[src/rtl/gme_pkg.sv]
// ----------------------------------------------------------------------------
// gme_pkg
// Shared types, constants and helpers for the grayscale erode/dilate block.
// ----------------------------------------------------------------------------
package gme_pkg;

   // structuring element geometry (mask bits use a stride of seven)
   localparam int MASK_N      = 7;
   localparam int LINES       = MASK_N - 1;
   localparam int PIX_W       = 8;
   localparam int DIM_W       = 11;
   localparam int COORD_W     = 12;
   localparam int LIN_W       = 22;
   localparam int MASK_BITS_W = 49;
   localparam int MAX_HEIGHT  = 1024;

   // configuration port
   localparam int CFG_IDX_W  = 3;
   localparam int CFG_DATA_W = 49;

   localparam logic MODE_ERODE  = 1'b0;
   localparam logic MODE_DILATE = 1'b1;

   localparam logic [PIX_W-1:0] PAD_ERODE  = 8'hFF;
   localparam logic [PIX_W-1:0] PAD_DILATE = 8'h00;

   typedef enum logic [CFG_IDX_W-1:0] {
      CFG_MODE         = 3'd0,
      CFG_MASK_ROWS    = 3'd1,
      CFG_MASK_COLS    = 3'd2,
      CFG_MASK_BITS    = 3'd3,
      CFG_FRAME_WIDTH  = 3'd4,
      CFG_FRAME_HEIGHT = 3'd5
   } cfg_idx_type;

   typedef logic [PIX_W-1:0] pix_type;
   typedef pix_type [MASK_N-1:0][MASK_N-1:0] win_type;
   typedef pix_type [LINES-1:0] lines_type;

   // geometry that the datapath sees, settled from the registers
   typedef struct packed {
      logic                   mode;
      logic [DIM_W-1:0]       w;
      logic [DIM_W-1:0]       h;
      logic [MASK_BITS_W-1:0] emask;
   } geom_type;

   // per-item control that travels with the window
   typedef struct packed {
      logic               emit;
      logic               last;
      logic [COORD_W-1:0] rbase;
      logic [COORD_W-1:0] cbase;
   } meta_type;

   typedef struct packed {
      pix_type pix;
      logic    last;
   } result_type;

   // min for erosion, max for dilation
   function automatic pix_type pick(input logic mode, input pix_type a, input pix_type b);
      pix_type r;
      if (mode == MODE_DILATE) begin
         r = (a > b) ? a : b;
      end else begin
         r = (a < b) ? a : b;
      end
      return r;
   endfunction

   function automatic pix_type pad_of(input logic mode);
      return (mode == MODE_DILATE) ? PAD_DILATE : PAD_ERODE;
   endfunction

endpackage

[src/rtl/gme_reduce.sv]
// ----------------------------------------------------------------------------
// gme_reduce
// Masks and pads the window taps, then takes min or max in two stages:
// per window row, registered, then across the rows.
// ----------------------------------------------------------------------------
module gme_reduce (
   input  logic              clock,
   input  logic              reset,
   input  logic              in_valid,
   input  gme_pkg::win_type  win,
   input  gme_pkg::meta_type meta,
   input  gme_pkg::geom_type geom,
   output logic              out_valid,
   output gme_pkg::pix_type  pixel,
   output logic              last
);
   import gme_pkg::*;

   logic [MASK_N-1:0]    row_ok, col_ok;
   pix_type [MASK_N-1:0] racc_in, racc_ff;
   logic                 rv_ff;
   logic                 rlast_ff;
   logic                 rmode_ff;
   pix_type              pad;
   pix_type              tap;
   pix_type              acc;

   // taps inside the frame, per row and per column
   always_comb begin
      for (int j = 0; j < MASK_N; j++) begin
         row_ok[j] = (meta.rbase >= COORD_W'(j)) &&
                     ((meta.rbase - COORD_W'(j)) < COORD_W'(geom.h));
         col_ok[j] = (meta.cbase >= COORD_W'(j)) &&
                     ((meta.cbase - COORD_W'(j)) < COORD_W'(geom.w));
      end
   end

   // per-row reduction
   always_comb begin
      pad = pad_of(geom.mode);
      tap = pad;
      for (int j = 0; j < MASK_N; j++) begin
         racc_in[j] = pad;
         for (int m = 0; m < MASK_N; m++) begin
            tap = (geom.emask[j*MASK_N+m] && row_ok[j] && col_ok[m]) ? win[j][m] : pad;
            racc_in[j] = pick(geom.mode, racc_in[j], tap);
         end
      end
   end

   always_ff @(posedge clock) begin
      if (reset) begin
         rv_ff <= 1'b0;
      end else begin
         rv_ff <= in_valid;
      end
   end

   always_ff @(posedge clock) begin
      if (in_valid) begin
         racc_ff  <= racc_in;
         rlast_ff <= meta.last;
         rmode_ff <= geom.mode;
      end
   end

   // across the rows
   always_comb begin
      acc = racc_ff[0];
      for (int j = 1; j < MASK_N; j++) begin
         acc = pick(rmode_ff, acc, racc_ff[j]);
      end
   end

   assign out_valid = rv_ff;
   assign pixel     = acc;
   assign last      = rlast_ff;

endmodule

[config.mk]
export PLATFORM = sky130hd
export DESIGN_NAME = gme_reduce
export DESIGN_NICKNAME = d
export VERILOG_FILES = /design/src/rtl/gme_pkg.sv /design/src/rtl/gme_reduce.sv
export SDC_FILE = /design/constraint.sdc
export NUM_CORES = 2
export LEC_CHECK = 0
export BUFFER_PORTS_ARGS = -buffer_cell sky130_fd_sc_hd__buf_2
export CAP_MARGIN = 40
export CORE_MARGIN = 10
export CORE_UTILIZATION = 60
export DETAILED_ROUTE_END_ITERATION = 8
export GPL_TIMING_DRIVEN = 1
export PLACE_DENSITY = 0.83
export SLEW_MARGIN = 5
export SYNTH_ARGS = -nofsm -noshare
export SYNTH_HDL_FRONTEND = slang
export SYNTH_SLANG_ARGS = --single-unit
[constraint.sdc]
create_clock -name clock -period 20.4 [get_ports clock]
set_input_delay 0 -clock clock [delete_from_list [all_inputs] [get_ports clock]]
set_output_delay 0 -clock clock [all_outputs]
set_load 0.05 [all_outputs]
# ---- After elaboration in Yosys (flattened, before gate mapping)
# Cells that the tools add are included.
# Widths: inputs -> output; s select.
dict set report classes {
  addsub 12
  order_cmp 138
  muxes 215
  n_reduce_logical 112
}
# op n
set ops {}
lappend ops {{$mux 8} 215}
lappend ops {{$gt 8x8->1} 55}
lappend ops {{$lt 8x8->1} 55}
lappend ops {{$lt 12x11->1} 14}
lappend ops {{$logic_and 1x1->1} 112}
lappend ops {{$ge 12x3->1 const B} 6}
lappend ops {{$sub 12x3->12 const B} 6}
lappend ops {{$ge 12x1->1 const B} 4}
lappend ops {{$ge 12x2->1 const B} 4}
lappend ops {{$sub 12x2->12 const B} 4}
lappend ops {{$sub 12x1->12 const B} 2}
dict set report totals {
  regBits 59
  inputBits 493
  elab_cells 487
}

# ---- Logic depth before layout (Yosys ltp)
dict set report logic_depth {
  ltp_word 27
  mapped_depth 92
}

# ---- Worst setup path before layout
# Ideal clock, no wire load.
dict set report synth_timing {
  path_type {in2reg}
  start {input port geom[71] in the netlist's numbering}
  end {register racc_ff[54] in the netlist's numbering (data pin)}
  setup_ns 0.271
  arrival_time_ns 16.520
  required_time_ns 20.129
  slack_ns 3.609
  stages 77
  path_buffers 11
  cell_sequence {clkbuf_1 > inv_1 > clkbuf_1 > clkbuf_1 > clkbuf_1 > buf_1 > clkbuf_1 > buf_1 > clkbuf_1 > ha_1 > nor2b_1 > o211ai_1 > a21oi_1 > o21bai_1 > a31o_2 > clkbuf_1 > nand2_1 > nand2_1 > [... 41 more ...] > clkbuf_1 > nand2_1 > o32ai_1 > o2bb2ai_1 > a221o_1 > a21oi_1 > inv_1 > ha_1 > nor2b_1 > o21a_1 > o21ai_0 > a21oi_1 > a211oi_1 > nor2_1 > a22o_1 > a31oi_1 > or3_1 > o221ai_1}
}
# element line
set synth_rtl {}
lappend synth_rtl {{from (decl)} gme_reduce.sv:12} ;# input gme_pkg::geom_type geom,
lappend synth_rtl {{to (signal assigned)} gme_reduce.sv:61} ;# racc_ff <= racc_in;
lappend synth_rtl {{to (decl)} gme_reduce.sv:20} ;# pix_type [MASK_N-1:0] racc_in, racc_ff;

==> summary.md <==
| Metric | Value |
|---|---|
| Clock period minus worst slack | `19.31 ns` |
| GRT overflow | `0` |
| Fill cells | `between 5,000 and 6,000` |
| Cells after Synth | `between 5,000 and 6,000` |
| Crit Path Category | `in -> reg` |
| Combinational Power Share | `around 87%` |
| All-Layer GR Usage | `43.0%` |
| Die Ht | `approximately 270 um` |
| Initial core utilization | `60.9%` |
| Vias per inst | `between 7 and 8` |
| Fin crit share | `between 90 and 100%` |
| Crit Path Max Fanout | `12` |
| Flip-flop and latch area | `between 0.0015 and 0.002 mm^2` |
| Longest Clk Path Bufs | `2` |
| CTS tree | `built` |
| Max_cap viols | `0` |
| Share of layout cells above drive strength 1 | `around 14%` |
| Slew Viols, Final | `0` |
| Multi-input logic area | `~0.034 mm^2` |
| Leak | `between 15 and 20 nW` |
| Post-synth top area share | `a little over 20%` |
| CP dominant cell by count | `o21ai_0` |
| Min-delay worst type | `in -> reg` |
| DRT iter0 DRCs | `approximately 8,100` |
| Synth Net Count | `6,394` |
| Hold path depth | `3` |
| Final ANT Viol Nets | `0` |
| Final Hold Vio Count | `0` |
| Mean Syn Cell Area | `about 7.0 um^2` |
| Synth top area cells | `ha_1 (20%), a21oi_1 (9.4%), edfxtp_1 (4.7%), nor2_1 (4.7%), nand2_1 (4.3%)` |
| Die area | `approximately 0.072 mm^2` |
| Synth Register Bits | `between 50 and 60` |
| Sw Share | `between 50% and 60%` |
| Largest net degree at the start of global routing | `105` |
| Core box area | `slightly above 0.06 mm^2` |
| Final Net Count | `slightly below 7,000` |
| CTS Root Buffer Type | `clkbuf_16` |
| Crit. End Element | `flop` |
| Synth warn | `0` |
| Sw Pwr | `0.00178 W` |
| Vias post-DR | `between 40,000 and 50,000` |
| Htree depth | `3` |
| PortBufs | `about 500` |
| Hold WS | `roughly 0.018 ns` |
| Power Density | `about 75 mW/mm^2` |
| Slowest CP cell | `a211oi_1` |
| Req. time, crit path | `20.45 ns` |
| Status | `finished with violations` |
| Seq/Total Area, Yosys | `around 4.8%` |
| Area leader, netlist | `ha_1` |
| Routed wire length | `approximately 170,000 um` |
| # setup viols final | `0` |
| Top post-synthesis cells by count | `a21oi_1 (693), ha_1 (599), nor2_1 (460)` |
| Most frequent cell after synthesis | `a21oi_1` |
| Unrepaired setup endpoints after global routing | `false` |
| Per-cell routed wire length | `25.5 um` |
| Post-route DRC | `4` |
| Seq pwr share | `under 10%` |
| Sink Count | `roughly 60` |
| Post-place setup slack | `between 0.9 and 1 ns` |
| Num CTS Buffers | `9` |
| Area Overhead vs Synth | `9.87%` |
| Gpl congestion | `around 1.1` |
| Failing checks | `design-rule violations` |
| Distinct cells, synth | `between 100 and 150` |
| Post-DP HPWL | `133,000 um` |
| Initial antenna violation count | `91` |
| Worst VDD drop | `between 0.07 and 0.08 mV` |
| Internal | `about 0.0013 W` |
| Vias in the first global route | `~44,000` |
| Max frequency | `51.8 MHz` |
| Power share of the clock group | `roughly 6%` |
| FP Rows | `90` |
| First-pass GRT wire length | `about 250,000 um` |
| Worst-path clk slew | `~0.05 ns` |
| Slowest stage delay, CP | `0.66 ns` |
| Synth Cell Area | `around 0.037 mm^2` |
| Worst EP arrival | `just under 20 ns` |
| I/O pin count | `between 500 and 600` |
| Post-synth EDFFs | `between 50 and 60` |
| Die width | `about 270 um` |
| Post-route setup slack | `between 1 and 1.5 ns` |
| Least-Margin Pin Slew | `~0.97 ns` |
| TritonRoute pass-1 iters | `9` |
| Total design power | `about 0.0030 W` |
| Ys async rst share | `0%` |
| Slew HR | `around 35%` |
| Critical Path Source Type | `input pin` |
| Setup TNS | `0 ns` |
| Main flop type after synthesis | `edfxtp_1` |
## power by group through the flow
stage	clock network, W	registers (W)	logic, W
floorplan	0	0.000201	0.00183
global placement	0	0.000217	0.00245
detailed placement	0	0.000218	0.00251
CTS	0.000180	0.000216	0.00254
global route	0.000185	0.000220	0.00286
finish	0.000181	0.000218	0.00264
## layout by cell type, fill, tap and decap left out, drive strengths merged, types with 155 or more instances in the layout
cell type	count
nand3	163
o21ai	291
a21oi	696
nand2	425
ha	599
a21o	183
buf	578
nand4	155
nor2	461
inv	180
## registers in the layout (all words and copies together), names as in the netlist
signal	cells
rmode_ff	1
racc_ff	56
last	1
out_valid	1
## area by class of cell
| cell class | count | share of cell area (%) |
|---|---|---|
| clock inverters | 7 | 0.286 |
| clock buffers | 9 | 0.554 |
| repair buffers | 582 | 7.75 |
| multi-input cells | 4799 | 82.5 |
| inverters | 181 | 1.69 |
| well taps | 782 | 2.41 |
| flip-flops and latches | 59 | 4.34 |
| diodes | 80 | 0.493 |
## worst paths after layout
kind,from,end,slack (ns)
hold / removal,win[332],racc_ff[44],0.02
setup / recovery,meta[2],racc_ff[5],1.09
## per-stage QoR
step                cell area, um^2  utilization (%)  std cells
detailed placement            40000             65.9       6399
global route                  40600             66.8       6470
finish                        40600             66.9       6499
CTS                           40400             66.5       6417
global placement              39900             65.8       6391
floorplan                     37000                -       5302
## layer usage
metal | track usage (%) | up-vias | wire length [um] | part of all wire, %
met3 | 11.4 | 854 | 22500 | 14
met2 | 66.2 | 3688 | 70500 | 43
li1 | - | 21588 | - | -
met1 | 52.7 | 21996 | 60200 | 36
met5 | 0 | - | 309 | 0.19
met4 | 26.8 | 46 | 12000 | 7.3
## cells by family after synthesis
family          count (synthesis)  synth area share, %
compound gates               2252                 42.0
xor+xnor                      104                 2.46
fa+ha+maj                     599                 20.3
buf+inv                       444                 4.88
flops                          59                 4.76
mux                            33                0.947
simple gates                 1811                 24.7
## critical path: cells and delay by family
family | cells | cell delay [ns]
AO/OA/AOI/OAI | 36 | 10.62
adder cells (fa/ha/maj) | 8 | 2.48
buffers and inverters | 4 | 0.68
AND/OR/NAND/NOR | 24 | 5.58
## what timing repair did
action / in CTS / in global routing
hold buffers: 2 / 0
buffers inserted: 0 / 0
hold endpoints to repair: 2 / 0
setup endpoints to repair: 0 / 24
resized for setup: 0 / 13
Note: power is estimated with default switching activity, not from simulation.
